## config.mk

```make
export PLATFORM = sky130hd
export DESIGN_NAME = chm_ram
export DESIGN_NICKNAME = d
export VERILOG_FILES = /design/src/design/chained_hash_map_assert.svh /design/src/design/chm_ram.sv
export SDC_FILE = /design/constraint.sdc
export NUM_CORES = 2
export LEC_CHECK = 0
export ABC_AREA = 1
export ABC_CLOCK_PERIOD_IN_PS = 1900
export BUFFER_PORTS_ARGS = -buffer_cell sky130_fd_sc_hd__buf_4
export CORE_MARGIN = 10
export CORE_UTILIZATION = 40
export CTS_BUF_LIST = sky130_fd_sc_hd__clkbuf_4 sky130_fd_sc_hd__clkbuf_8
export DETAILED_ROUTE_END_ITERATION = 7
export SYNTH_ARGS = -nofsm -noshare
export SYNTH_HDL_FRONTEND = slang
export SYNTH_SLANG_ARGS = --single-unit
```

## constraint.sdc

```tcl
create_clock -name clk -period 1.9 [get_ports clk]
set_clock_uncertainty 0.2 [all_clocks]
set_input_delay 0.38 -clock clk [delete_from_list [all_inputs] [get_ports clk]]
set_output_delay 0.38 -clock clk [all_outputs]
set_load 0.02 [all_outputs]
```

## src/design/chained_hash_map_assert.svh

```systemverilog
// Assertion macros for the chained hash map
`ifndef CHAINED_HASH_MAP_ASSERT_SVH
`define CHAINED_HASH_MAP_ASSERT_SVH

// antecedent holds -> consequent holds in the same cycle
`define CHM_ASSERT_NOW(lbl, ante, cons, msg) \
	lbl: assert property (@(posedge clk) disable iff (!arst_n) (ante) |-> (cons)) \
		else $error(msg);

// antecedent holds -> consequent holds in the next cycle
`define CHM_ASSERT_NEXT(lbl, ante, cons, msg) \
	lbl: assert property (@(posedge clk) disable iff (!arst_n) (ante) |=> (cons)) \
		else $error(msg);

`endif

```

## src/design/chm_ram.sv

```systemverilog
// Generic single-port-write, registered-read RAM
module chm_ram #(
	parameter int W = 8,
	parameter int D = 256
) (
	input  logic                 clk,
	input  logic                 we,
	input  logic [$clog2(D)-1:0] waddr,
	input  logic [W-1:0]         wdata,
	input  logic [$clog2(D)-1:0] raddr,
	output logic [W-1:0]         rdata
);

	logic [W-1:0] mem [D];
	logic [W-1:0] rdata_q;

	always_ff @(posedge clk) begin
		if (we) begin
			mem[waddr] <= wdata;
		end
		rdata_q <= mem[raddr];
	end

	assign rdata = rdata_q;

endmodule

```

After elaboration in Yosys (flattened, before gate mapping)
Memory sizes are Yosys's and may differ from the RTL's. A register that Yosys moved wholly into a read port is not among the register bits.
Index checks and enable logic that the tools add are counted.
- add/sub/neg operators: 0
- $mul: 0
- div/mod/pow operators: 0
- magnitude comparators: 0
- equality and inequality tests: 0
- shift-type cells: 0
- muxes and demuxes: 2
- bitwise logic cells: 0
- reductions and logical operators: 0
- operators by type and width (operator ; count):
    1-bit 2-to-1 mux ; 2
- flip-flop bits (word level): 0
- latch bits: 0
- RAM bits: 2048
- bits in read-only memories: 0
- bits of input ports: 26
- output and inout port bits: 8
- word-level logic and storage cells: 3
- memories kept: 1
- memory list (memory ; words ; bits a word ; read ports ; clocked after memory_dff ; wr ports ; RTL line ; source):
    mem ; 256 ; 8 ; 1 ; 1 ; 1 ; chm_ram.sv:14 ; logic [W-1:0] mem [D];

Logic depth before layout (Yosys ltp)
- depth after elaboration: 2
- depth in mapped cells: 15
- gate-level depth less buffers: 11

Worst setup path after synthesis
No wires, ideal clock.
- path type: in2reg
- start: input port we
- end: memory mem[162][0], enable pin
- setup time: 0.370 ns
- data arrival time: 1.501 ns
- data required time: 1.330 ns
- slack: -0.171 ns
- stages on the path: 4
- buffers on the path: 2
- cell sequence: clkbuf_1 nand3_1 clkbuf_1 nor2_1
- cells in the longest elaborated chain, start to end: 2
- ends and longest elaborated chain (item ; RTL line ; source):
    start, declared ; chm_ram.sv:7 ; input logic we,
    1-bit 2-to-1 mux ; chm_ram.sv:18 ; if (we) begin
    1-bit 2-to-1 mux (implied by the code) ; chm_ram.sv:19 ; mem[waddr] <= wdata;
    end, declared ; chm_ram.sv:14 ;
Every way passes these cells.

Worst setup path in the final report
- start: register rdata_q[4] (netlist: rdata[4]) (read register of mem)
- end: output port rdata[4]
- RTL lines (item ; RTL line ; source):
    start, declared ; chm_ram.sv:15 ; logic [W-1:0] rdata_q;
    end, declared ; chm_ram.sv:11 ; output logic [W-1:0] rdata
No word-level cell between the ends.

==> reports/metrics.csv <==
stage,metric,value,unit
critical_path,CP top delay family,flip-flops,
floorplanning,std cell rows,167,
layout,post-layout instance count excluding filler cells,10761,
synthesis,synthesized cell area,0.0834,mm²
synthesis,XOR/XNOR Fraction of Synth Area,0,
min_path,min-delay worst type,primary input to flop,
clocking,postcts setup bufs,0,
clocking,clock sink count,2056,
layout,final net count,7749,
sta,post-layout min period,2230,ps
sta,Final setup viols,8,
floorplanning,Core Box Area,0.207,mm²
global_routing,vias in the first global route,56285,
placement,dpl hpwl,158000,µm
floorplanning,Die ar.,0.227,mm²
status,outcome,"complete, but fails checks",
synthesis,largest family of logic cells by synthesized area,simple AND/OR/NAND/NOR gates,
sta,final worst setup slack,-327,ps
synthesis,synthesis-stage register bit count,2056,
layout,share of layout cells above drive strength 1,0.181,
global_routing,total congestion overflow,0,
critical_path,crit path cell chain,buf_6,
drt,Vias/cell,5.36,
drt,initial detailed-routing violation count,6349,
synthesis,YS warnings,0,
global_routing,largest net degree at the start of global routing,61,
clocking,CTS Buffer Depth,4,
synthesis,most common cell in the netlist,nand2_1,
critical_path,Critical Path Sink Type,primary output,
critical_path,CP required,1320,ps
critical_path,"Arr. time, crit path",1650,ps
global_routing,global-route wire length before repair,363000,µm
synthesis,simple-gate share of the synthesized area,0.229,
floorplanning,Starting Density,0.402,
drt,first-pass detailed-route iteration total,6,
sta,Final Hold Viols,0,
layout,area growth from synthesis to layout,20.7,%
synthesis,ys async rst share,0,
synthesis,synth cell count leaders,"nand2_1 (2123), edfxtp_1 (2048), nand3_1 (2019)",
synthesis,Synth cell types,14,
clocking,clk slew on worst S/H paths,60,ps
global_routing,GRT Util Overall,0.208,
synthesis,Mapped Avg Cell Area,11.9,µm²
critical_path,"slowest stage delay, CP",430,ps
sta,Max-slew headroom,0.658,
placement,GPL Wtd Cong,0.895,
synthesis,"Seq/Total Area, Yosys",0.739,
drt,WL per Instance,22.7,µm
clocking,Clock Latency Late Sink,1070,ps
synthesis,compound-gate portion of the synthesized area,0,
sta,Final period util,1.17,
clocking,TritonCTS clock tree,yes,
drt,vias,57652,
sta,Least-Margin Pin Slew,513,ps
synthesis,mux cell area share after synthesis,0,
critical_path,crit path launch type,flop,
floorplanning,Die Ht,477,µm
floorplanning,IO Pins,34,
power,VDD IR max,0.650,mV
synthesis,dominant synthesized flop cell,edfxtp_1,
drt,overall routed net length,244000,µm
placement,port bufs,33,
synthesis,syn nets,7029,
global_routing,initial antenna violation count,14,
drt,antenna-violating nets left,0,
floorplanning,chip width,477,µm
flow_run,number of max-cap violations,0,
layout,post-route core utilization,0.486,
drt,drt drc,0,
critical_path,worst-path fanout max,1,
synthesis,Synth area leader,edfxtp_1,
critical_path,worst path buffer plus inverter count,1,
synthesis,top area cells in the synthesized netlist,"edfxtp_1 (74%), nand3_1 (12%), nand2_1 (9.6%)",
power,Lkg Pwr,36.4,nW
sta,maximum clock rate,0.449,GHz
clocking,# H-tree levels,5,
synthesis,Synth Area in Adders,0,
placement,# placed instances,10135,
clocking,root buffer cell,clkbuf_8,
synthesis,"EDFF count, synth",2048,
critical_path,Setup Crit Path Kind,flop to primary output,
clocking,TritonCTS Buffers,348,
synthesis,top cell type's share of synthesized area,0.737,
sta,RSZ-0062 raised after global routing,yes,
synthesis,Cells after Synth,7003,
sta,Final Max Slew Viols,0,
critical_path,Worst path slowest cell,dfxtp_4,
power,pwr dens,950,mW/mm²
status,failing checks,setup timing,
[layout by cell type, fill, tap and decap left out, drive strengths merged]
cell type / count
edfxtp: 2048
clkbuf: 479
nor2: 283
nand2: 2123
clkinv: 105
dlygate4sd3: 24
dlymetal6s4s: 1
inv: 40
buf: 827
nand3: 2019
diode: 3
clkinvlp: 3
bufinv: 10
dfxtp: 8
[registers in the layout (all words and copies together), names as in the netlist]
signal / cells
mem: 2048
rdata: 8
[worst paths after layout]
| path | end | startpoint | slack [ps] | cells after the start |
|---|---|---|---|---|
| max | rdata[4] | rdata[4] | -330 | 1 |
| min | mem[248][1] | wdata[1] | 120 | 2 |
| max reg2reg | rdata[7] | mem[119][7] | 40 | 10 |
| min reg2reg | rdata[1] | mem[228][1] | 790 | 10 |
[worst reg2reg max path, stage by stage (launching register included)]
cell,delay (ps)
edfxtp_1,360
nand2_1,80
nand3_1,80
nand3_1,130
nand3_1,170
nand3_1,220
nand3_2,180
nand3_1,150
nand2_1,60
nand2_1,70
nand2_1,50
[power breakdown]
group / switching, mW / total (mW) / internal [mW]
clock: 17.3 / 38.5 / 21.2
sequential: 0.111 / 50.1 / 50.0
combinational: 4.72 / 7.03 / 2.30
total: 22.1 / 95.6 / 73.5
[kinds of logic after synthesis]
family / count (synthesis)
DFF: 2056
and+or+nand+nor: 4425
buffers and inverters: 522
[per-layer routing]
layer,vias to the layer above,global-route usage,wire (µm)
met3,505,0.0342,19900
met5,-,0,24
met4,4,0.0816,9330
met1,28221,0.285,99900
li1,26385,-,-
met2,2537,0.332,115000
[area by class of cell]
type	instances	area [µm²]
clock buffer	478	5860
sequential	2056	61700
multi-input combinational	4425	19700
timing repair buffer	853	9010
fill	18193	107000
clock inverter	119	767
inverter	39	180
tap	2788	3490
antenna	3	7.51
[repair_timing]
action	4_1_cts	5_1_grt
resized for setup	35	47
setup endpoints to repair	15	331
pin swaps	0	1
gates cloned	0	1
endpoints found under the hold margin	2337	0
hold buffers	25	0
[stage by stage]
step / power [mW] / hold slack, ps / setup slack, ps / instance area, µm² / TNS (ps)
global route: 98.8 / 78.3 / -362 / 101000 / -2560
CTS: 96.2 / 42.5 / -416 / 100000 / -2990
detailed placement: 57.9 / 535 / -985 / 93400 / -270420
finish: 95.6 / 115 / -327 / 101000 / -2370
floorplan: 54.1 / 279 / -38.2 / 83700 / -45330
global placement: 57.9 / 545 / -1000 / 93400 / -221690
No activity file was read; power rests on OpenSTA's default activity.
