==> config.mk <==
export PLATFORM = sky130hd
export DESIGN_NAME = chm_mod
export DESIGN_NICKNAME = d
export VERILOG_FILES = /design/src/design/chained_hash_map_assert.svh /design/src/design/chm_pkg.sv /design/src/design/chm_mod.sv
export SDC_FILE = /design/constraint.sdc
export NUM_CORES = 1
export LEC_CHECK = 0
export ABC_CLOCK_PERIOD_IN_PS = 3400
export BUFFER_PORTS_ARGS = -buffer_cell sky130_fd_sc_hd__buf_2
export CORE_AREA = 2 2 59 83
export CTS_BUF_LIST = sky130_fd_sc_hd__clkbuf_4 sky130_fd_sc_hd__clkbuf_8
export CTS_CLUSTER_SIZE = 16
export DETAILED_ROUTE_END_ITERATION = 8
export DIE_AREA = 0 0 61 85
export MAX_ROUTING_LAYER = met4
export PLACE_DENSITY = 0.91
export SLEW_MARGIN = 20
export SYNTH_ARGS = -nofsm -noshare
export SYNTH_HDL_FRONTEND = slang
export SYNTH_SLANG_ARGS = --single-unit
==> constraint.sdc <==
create_clock -name clk -period 3.4 [get_ports clk]
set_input_delay 0.51 -clock clk [delete_from_list [all_inputs] [get_ports clk]]
set_output_delay 0.51 -clock clk [all_outputs]
set_load 0.05 [all_outputs]
==> src/design/chained_hash_map_assert.svh <==
// Assertion macros for the chained hash map
`ifndef CHAINED_HASH_MAP_ASSERT_SVH
`define CHAINED_HASH_MAP_ASSERT_SVH

// antecedent holds -> consequent holds in the same cycle
`define CHM_ASSERT_NOW(lbl, ante, cons, msg) \
	lbl: assert property (@(posedge clk) disable iff (!arst_n) (ante) |-> (cons)) \
		else $error(msg);

// antecedent holds -> consequent holds in the next cycle
`define CHM_ASSERT_NEXT(lbl, ante, cons, msg) \
	lbl: assert property (@(posedge clk) disable iff (!arst_n) (ante) |=> (cons)) \
		else $error(msg);

`endif

==> src/design/chm_pkg.sv <==
// Shared types and codes for the chained hash map
package chm_pkg;

	localparam int VAL_W  = 64;
	localparam int TS_W   = 9;
	localparam int KIND_W = 2;
	localparam int STAT_W = 2;

	localparam logic [KIND_W-1:0] KIND_INSERT = 2'd0;
	localparam logic [KIND_W-1:0] KIND_REMOVE = 2'd1;
	localparam logic [KIND_W-1:0] KIND_LOOKUP = 2'd2;
	localparam logic [KIND_W-1:0] KIND_NOP    = 2'd3;

	localparam logic [STAT_W-1:0] STAT_OK       = 2'd0;
	localparam logic [STAT_W-1:0] STAT_NOTFOUND = 2'd1;
	localparam logic [STAT_W-1:0] STAT_FULL     = 2'd2;

	typedef struct packed {
		logic busy;
		logic done;
	} mod_stat_t;

endpackage

==> src/design/chm_mod.sv <==
// Bit-serial modulo unit: remainder of key by table size, one bit per cycle
module chm_mod #(
	parameter int KW = 32,
	parameter int DW = 9,
	parameter int RW = 8
) (
	input  logic              clk,
	input  logic              arst_n,
	input  logic              start,
	input  logic [KW-1:0]     dividend,
	input  logic [DW-1:0]     divisor,
	output chm_pkg::mod_stat_t stat,
	output logic [RW-1:0]     rem
);

	localparam int CNW = $clog2(KW + 1);

	logic [KW-1:0]  dvd_q;
	logic [DW-1:0]  rem_q;
	logic [CNW-1:0] cnt_q;
	logic           busy_q;
	logic           done_q;
	logic [DW:0]    trial;
	logic [DW:0]    diff;

	assign trial = {rem_q, dvd_q[KW-1]};
	assign diff  = trial - {1'b0, divisor};

	always_ff @(posedge clk or negedge arst_n) begin
		if (!arst_n) begin
			busy_q <= 1'b0;
			done_q <= 1'b0;
			cnt_q  <= '0;
		end else begin
			done_q <= 1'b0;
			if (start) begin
				busy_q <= 1'b1;
				cnt_q  <= CNW'(KW);
			end else if (busy_q) begin
				cnt_q <= cnt_q - 1'b1;
				if (cnt_q == CNW'(1)) begin
					busy_q <= 1'b0;
					done_q <= 1'b1;
				end
			end
		end
	end

	always_ff @(posedge clk) begin
		if (start) begin
			dvd_q <= dividend;
			rem_q <= '0;
		end else if (busy_q) begin
			dvd_q <= dvd_q << 1;
			if (trial >= {1'b0, divisor}) begin
				rem_q <= diff[DW-1:0];
			end else begin
				rem_q <= trial[DW-1:0];
			end
		end
	end

	assign stat.busy = busy_q;
	assign stat.done = done_q;
	assign rem       = RW'(rem_q);

endmodule

After elaboration in Yosys (flattened, before gate mapping):

Index checks and enable logic that the tools add are counted.

* mux-type cells: 11
* divide/modulo/power cells: 0
* bitwise gates (word level): 0
* shifts and indexed selects: 0
* order comparisons: 1
* $add $sub $neg: 2
* $mul: 0
* eq/ne operators: 1
* reductions and logical operators: 1

Operators by type and width (count)
* two-way mux 32 bit: 2
* two-way mux 6 bit: 2
* greater-or-equal comparator 10 x 9 -> 1 bit: 1
* two-way mux 9 bit: 1
* subtractor 9 bit: 1
* == test 6 x 1 -> 1 bit, second input constant: 1
* two-way mux 1 bit: 6
* subtractor 6 x 1 -> 6 bit, second input constant: 1
* nonzero test 2 bit: 1

* latch bits: 0
* bits in registers: 49
* input bits: 44
* memory bits (read-only): 0
* memories: 0
* RAM bits: 0

Logic depth before layout (Yosys ltp):

Gate-level depths: netlist (run 1).

* depth in word-level cells: 4
* depth in mapped cells: 10
* depth with buffers taken out: 9

Worst setup path before layout (run 1):

OpenSTA, ideal clock, no wires.

* path kind: input -> register
* start: input divisor[0]
* end: register rem_q[1]
* stages: 9
* data arrival time: 2.152 ns
* path slack: 1.109 ns
* path buffers: 1
* required time: 3.262 ns
* setup time: 0.138 ns
* cell sequence: ha_1 inv_1 fa_1 a211oi_2 o21ai_1 a31oi_2 buf_6 mux2i_1 a211oi_1

* cells in the longest elaborated chain, start to end: 2
* elaborated cells between the ends (all ways): 3
* classes of those cells: add/sub (1); order compare (1); mux (1)

Ends and longest elaborated chain
* start, declared: RTL line chm_mod.sv:11 `input logic [DW-1:0] divisor,`
* subtractor 9 bit or greater-or-equal comparator 10 x 9 -> 1 bit (tied branches): RTL line chm_mod.sv:27, chm_mod.sv:55
* two-way mux 9 bit *: RTL line chm_mod.sv:55 `if (trial >= {1'b0, divisor}) begin`
* end signal, assigned: RTL line chm_mod.sv:56 `rem_q <= diff[DW-1:0];`
* end signal, assigned: RTL line chm_mod.sv:58 `rem_q <= trial[DW-1:0];`
* end, declared: RTL line chm_mod.sv:19 `logic [DW-1:0] rem_q;`

Every way passes the cells marked *; elsewhere a longest branch is shown, timed or not.
A chain may end at the register's enable or synchronous reset.

Worst setup path after layout (run 1):

* start: register dvd_q[31]
* end: register rem_q[1]

* cells in the longest elaborated chain, start to end: 2
* elaborated cells between the ends (all ways): 3
* classes of those cells: add/sub (1); order compare (1); mux (1)

Ends and longest elaborated chain
* start, declared: RTL line chm_mod.sv:18 `logic [KW-1:0] dvd_q;`
* start signal, assigned: RTL line chm_mod.sv:51 `dvd_q <= dividend;`
* start signal, assigned: RTL line chm_mod.sv:54 `dvd_q <= dvd_q << 1;`
* subtractor 9 bit or greater-or-equal comparator 10 x 9 -> 1 bit (tied branches): RTL line chm_mod.sv:27, chm_mod.sv:55
* two-way mux 9 bit *: RTL line chm_mod.sv:55

Marks and branches as above.

==> key figures, run 1 <==
Outcome
  • Status: finished, final reports clean

Setup path
  • Required @ worst endpoint: 3.62 ns
  • Setup Crit Path Kind: reg -> reg
  • Worst EP arrival: 2.86 ns
  • Worst-path fanout max: 12
  • Critical Path Source Type: flop
  • R2R Setup Slk: 0.75 ns
  • Endpoint class of the critical path: flop

Layout
  • Fin nets: 313
  • Non-Filler Instances: 320
  • Area grow syn2layout: 13.3%
  • Layout cells sized above 1: 38.4%
  • # diodes: 0

Yosys
  • Post-synth ARST share: between 10% and 20%
  • Post-synth cell types: between 40 and 50
  • Predominant post-synthesis flop cell: edfxtp_1
  • EDFF count, synth: 32
  • Commonest cells post-synth: edfxtp_1, mux2_2, nor2_1
  • Syn_nets: 268
  • Average cell area after synthesis: approximately 12 µm²
  • Synthesized area: between 2000 and 3000 µm²
  • Area contributors post-synth: edfxtp_1, mux2_2, dfrtp_1
  • Register area share after synthesis: 51.8%
  • YS warnings: 0
  • Post-Synthesis Cells: roughly 210
  • Synth top area share: 37.1%
  • Synthesized flop and latch total: 49
  • Biggest area consumer among synthesized cells: edfxtp_1

Floorplanning
  • Die extent in x: ~60 µm
  • Core box area: 4460 µm²
  • Io pins: 54
  • Cell Rows: 29
  • Initial core utilization: 58.0%
  • Chip Height: 85 µm
  • Die ar.: 5190 µm²

STA
  • RSZ-0062 raised after global routing: false
  • Final setup TNS: 0 ns
  • Max frequency: 0.378 GHz
  • Max Slew Vio Count: 0
  • Fin Hold WS: 0.0230 ns
  • Fin. Hold Viols: 0
  • Final Skew: ~0.0054 ns
  • Post-route minimum period: 2.65 ns
  • Part of the cycle the worst path needs: 77.8%
  • Worst-margin pin slew: 0.635 ns
  • Setup-failing EPs final: 0
  • Slew margin rel.: between 50% and 60%

Min path
  • Min-Delay Path Class: in -> async

CTS
  • Setup bufs post-CTS: 0
  • Hold buffers post-CTS: 0
  • # H-tree levels: 2
  • Maximum root-to-sink buffer count: 2
  • CTS Sinks: 49
  • Num CTS Buffers: 5
  • Clock root buffer: clkbuf_8
  • Clk_lat worst skew: 0.31 ns
  • CTS tree: yes
  • Post-CTS Resized: 0
  • Clock slew at reported path FFs: 0.09 ns

Routing
  • Post-DR vias/cell: 5.48
  • DR iter-0 viols: 76
  • Antenna-violating nets left: 0
  • Final WL: 4760 µm
  • Residual DRC count: 0
  • Vias: 1,752
  • Post-DR wirelength/cell: 14.9 µm
  • DR pass1 iterations: 4

Placement
  • I/O Buffers: 53
  • Placed insts: 312
  • DPL Wire Length: between 3000 and 4000 µm
  • Routability cong.: 0.937

Global route
  • Tot GR Track Use: ~22%
  • First-pass GRT wire length: 8070 µm
  • Largest net degree at the start of global routing: 46
  • Grt total ovfl: 0
  • Antenna violations before repair: 0
  • Vias in the first global route: 1,837

Power and ir drop
  • Tot Pwr: around 0.0020 W
  • Worst vdd ir: 419 µV
  • Leak: about 1.3 nW
  • PwrDens: 681 nW/µm²

Job
  • Max-cap violations: 0
state kept, by name (all words and copies together) (netlist names):
| register | count |
|---|---|
| rem_q | 9 |
| busy_q | 1 |
| dvd_q | 32 |
| cnt_q | 6 |
| done_q | 1 |
power breakdown:
group | internal, W | switching (W)
registers | 0.000770 | 0.0000946
clock network | 0.000165 | 0.000195
logic | 0.000317 | 0.000455
final timing paths:
kind | from | cells after the start | end
max in group asynchronous | arst_n | 1 | cnt_q[1]
setup / recovery | dvd_q[31] | 9 | rem_q[1]
hold / removal | arst_n | 1 | busy_q
setup reg to reg | dvd_q[31] | 9 | rem_q[1]
hold reg to reg | rem_q[8] | 2 | rem_q[8]
min in group clk | rem_q[8] | 2 | rem_q[8]
critical path, cell delays in order (launching register included):
cell and delay [ns]:
edfxtp_1 0.38, inv_1 0.09, ha_1 0.17, inv_1 0.06, fa_1 0.43, a211oi_2 0.28
o21ai_1 0.14, a31oi_2 0.58, mux2i_1 0.16, a211oi_1 0.28
routing by layer:
metal | vias to the layer above | part of all wire, % | track usage (%)
li1 | 853 | - | -
met1 | 826 | 40 | 26.2
met2 | 61 | 52 | 34.8
met3 | 12 | 5.2 | 5.79
met4 | 0 | 2.8 | 9.29
met5 | - | 0 | -
area by class of cell:
cell class	count	area, µm²
Sequential cell	49	1340
Tap cell	62	77.6
Clock buffer	6	82.6
Timing Repair Buffer	55	280
Multi-Input combinational cell	133	1090
Inverter	13	48.8
Fill cell	350	1530
Clock inverter	2	13.8
metrics by stage:
stage / util, % / cell area (µm²) / setup WS (ns)
finish: 65.7 / 2930 / 0.755
global placement: 63.6 / 2840 / 0.741
floorplan: - / 2590 / 1.11
detailed placement: 63.6 / 2840 / 0.605
CTS: 65.7 / 2930 / 0.707
global route: 65.7 / 2930 / 0.488
cell families after synthesis:
family,after synthesis,synth area share (%)
flip-flops,49,51.8
AND/OR/NAND/NOR,41,7.78
AO/OA/AOI/OAI,36,10.1
multiplexers,36,15.5
buffers and inverters,30,6.09
adder cells (fa/ha/maj),12,6.09
XOR/XNOR,8,2.71
placed cells by master (no fill, tap or decap), types with 6 or more instances in the layout:
cell type / n
nand2_1: 8
nor2_1: 17
mux2_2: 32
o21ai_0: 8
edfxtp_1: 32
inv_1: 13
dfrtp_1: 8
dfxtp_1: 9
clkbuf_8: 6
buf_2: 53
ha_1: 11
Note: power is estimated with default switching activity, not from simulation.
==> run 2, diff against run 1 <==
ABC_CLOCK_PERIOD_IN_PS = 2200   (was 3400)
CORE_AREA = 2 2 64 90   (was 2 2 59 83)
DIE_AREA = 0 0 66 92   (was 0 0 61 85)
PLACE_DENSITY = 0.83   (was 0.91)
clock period = 2.2 ns   (was 3.4 ns; I/O delays follow)
==> run 2 against run 1 <==
Net effect: power rose by 64%; sequential power rose by 51%; die area grew 17%; global-route usage decreased by 5.0 points; via count increased by 1.9%; worst hold slack better by 0.30 ns; critical path depth increased by 1; sequential share of layout area shrank 2.3 points; register-to-register slack got worse by 0.72 ns; critical endpoint is now rem_q[3].
==> key figures, run 2 (same netlist as run 1, synthesis figures left out) <==
Routing
  • DR iter-0 viols: 110
  • Post-DR wirelength/cell: 14.6 µm
  • DR pass1 iterations: 4
  • Final WL: 4970 µm
  • Antenna-violating nets left: 0
  • Vias: 1,785
  • Post-DR vias/cell: 5.23
  • Residual DRC count: 0

Global route
  • First-pass GRT wire length: 7630 µm
  • Largest net degree at the start of global routing: 22
  • Vias in the first global route: about 1,700
  • Tot GR Track Use: 17.1%
  • Grt total ovfl: 0
  • Antenna violations before repair: 0

STA
  • Slew margin rel.: 60.2%
  • Fin. Hold Viols: 0
  • Part of the cycle the worst path needs: 98.5%
  • Post-route minimum period: 2.17 ns
  • Setup-failing EPs final: 0
  • RSZ-0062 raised after global routing: true
  • Final Skew: 0.0102 ns
  • Final setup TNS: 0 ns
  • Max Slew Vio Count: 0
  • Final worst-path setup slack: between 0.03 and 0.04 ns
  • Max frequency: 0.462 GHz
  • Worst-margin pin slew: approximately 0.59 ns

Power and ir drop
  • PwrDens: 1060 nW/µm²
  • Worst vdd ir: 556 µV
  • Leak: 1.37 nW
  • Tot Pwr: between 0.003 and 0.004 W
  • Clk pwr share: 16.5%
  • P_sw: 0.00121 W
  • Register share of total power: roughly 40%
  • Switching share of power: 37.0%
  • Comb pwr share: 43.5%
  • Internal: 0.00206 W

Setup path
  • Required @ worst endpoint: 2.41 ns
  • Setup Crit Path Kind: reg -> reg
  • Worst-path cell chain: inv_2 -> ha_4 -> inv_2 -> fa_2 -> a211oi_4 -> o21ai_2 -> a31oi_2 -> buf_6 -> nand2_1 -> a311oi_1
  • Critical Path Source Type: flop
  • CP dominant cell by count: inv_2
  • CP Launch Point: dvd_q[31]
  • Worst r2r src: dvd_q[31]
  • Worst-path fanout max: 8
  • Worst EP arrival: around 2.4 ns
  • Endpoint class of the critical path: flop
  • CP max stage delay: 0.41 ns
  • Slowest CP cell: fa_2

Layout
  • Max FFs per register: 32
  • # diodes: 0
  • Largest registers: dvd_q: 32 flops, rem_q: 9 flops, cnt_q: 6 flops
  • Fin nets: 328
  • Area grow syn2layout: 19.3%
  • Biggest register: dvd_q
  • Commonest cells after routing, fill and taps aside: buf_2, mux2_2, edfxtp_1, nor2_1, buf_4
  • Most common cell after layout, fill and taps aside: buf_2
  • Core Util, Final: a little under three fifths
  • Non-Filler Instances: between 300 and 400
  • Layout cells sized above 1: 43.6%

Placement
  • Pre-CTS setup slack: -0.0207 ns
  • Routability cong.: 0.976
  • Placed insts: 330
  • I/O Buffers: 53
  • DPL Wire Length: 3610 µm

Floorplanning
  • Chip Height: 92 µm
  • Initial core utilization: 48.3%
  • Cell Rows: 32
  • Die extent in x: 66 µm
  • Core box area: 5370 µm²
  • Io pins: 54
  • Die ar.: 6070 µm²

CTS
  • CTS Sinks: slightly below 50
  • Num CTS Buffers: 5
  • Clock root buffer: clkbuf_8
  • Clk_lat worst skew: 0.30 ns
  • CTS tree: yes
  • Maximum root-to-sink buffer count: 2
  • # H-tree levels: 2
  • Clock slew at reported path FFs: around 0.09 ns

Min path
  • HP Start: dividend[0]
  • Min-Delay Path Class: in -> reg

Outcome
  • Status: finished, final reports clean

Job
  • Max-cap violations: 0
[run 2: cell count changes in the layout (fill, tap and decap cells not counted), sizes merged]
cell         previous run  this run
inv                    13        14
dlygate4sd3             0         1
buf                    55        69
clkinv                  2         1
[run 2: area by class of cell]
class	count	area (µm²)
Timing Repair Buffer	70	403
Sequential cell	49	1340
Inverter	13	48.8
Multi-Input combinational cell	133	1120
Clock inverter	2	13.8
Fill cell	471	2280
Tap cell	68	85.1
Clock buffer	6	76.3
[run 2: path summary, 6_finish.rpt]
kind                       cells after the start  slack, ns        to
setup / recovery                              10       0.03  rem_q[3]
hold / removal                                 2       0.32  dvd_q[0]
setup reg to reg                              10       0.03  rem_q[3]
hold reg to reg                                2       0.47  rem_q[8]
max in group asynchronous                      2       1.63  cnt_q[3]
min in group asynchronous                      2       0.39    done_q
[run 2: worst max-delay path: cells and delay by family (launching register included)]
kind                     cells  cell delay [ns]
AND/OR/NAND/NOR              1             0.06
AO/OA/AOI/OAI                4             0.79
buffers and inverters        3             0.30
adder cells (fa/ha/maj)      2             0.54
flip-flops                   1             0.39
[run 2: timing repair]
item / in CTS / in global routing
pin swaps: 1 / 7
hold endpoints to repair: 8 / 0
setup endpoints to repair: 8 / 9
resized for setup: 1 / 10
hold buffers: 1 / 0
buffers inserted: 0 / 2
[run 2: per-stage QoR]
step | hold slack [ns] | instance area, µm²
after floorplan | 0.0344 | 2590
after global placement | 0.182 | 2940
after detailed placement | 0.188 | 2940
after CTS | 0.310 | 3040
after global routing | 0.308 | 3090
final | 0.321 | 3090
[run 2: power by group through the flow]
stage | combinational [W] | sequential, W | clock [W]
final | 0.00142 | 0.00131 | 0.000538
after global routing | 0.00153 | 0.00133 | 0.000602
after global placement | 0.00131 | 0.00132 | 0
after CTS | 0.00134 | 0.00131 | 0.000560
after floorplan | 0.00107 | 0.00130 | 0
after detailed placement | 0.00132 | 0.00133 | 0
[run 2: layer usage]
metal | GRT usage, % | routed length (µm)
met1 | 20.0 | 2030
met2 | 28.3 | 2650
met3 | 2.70 | 135
met4 | 8.16 | 146
met5 | - | 0
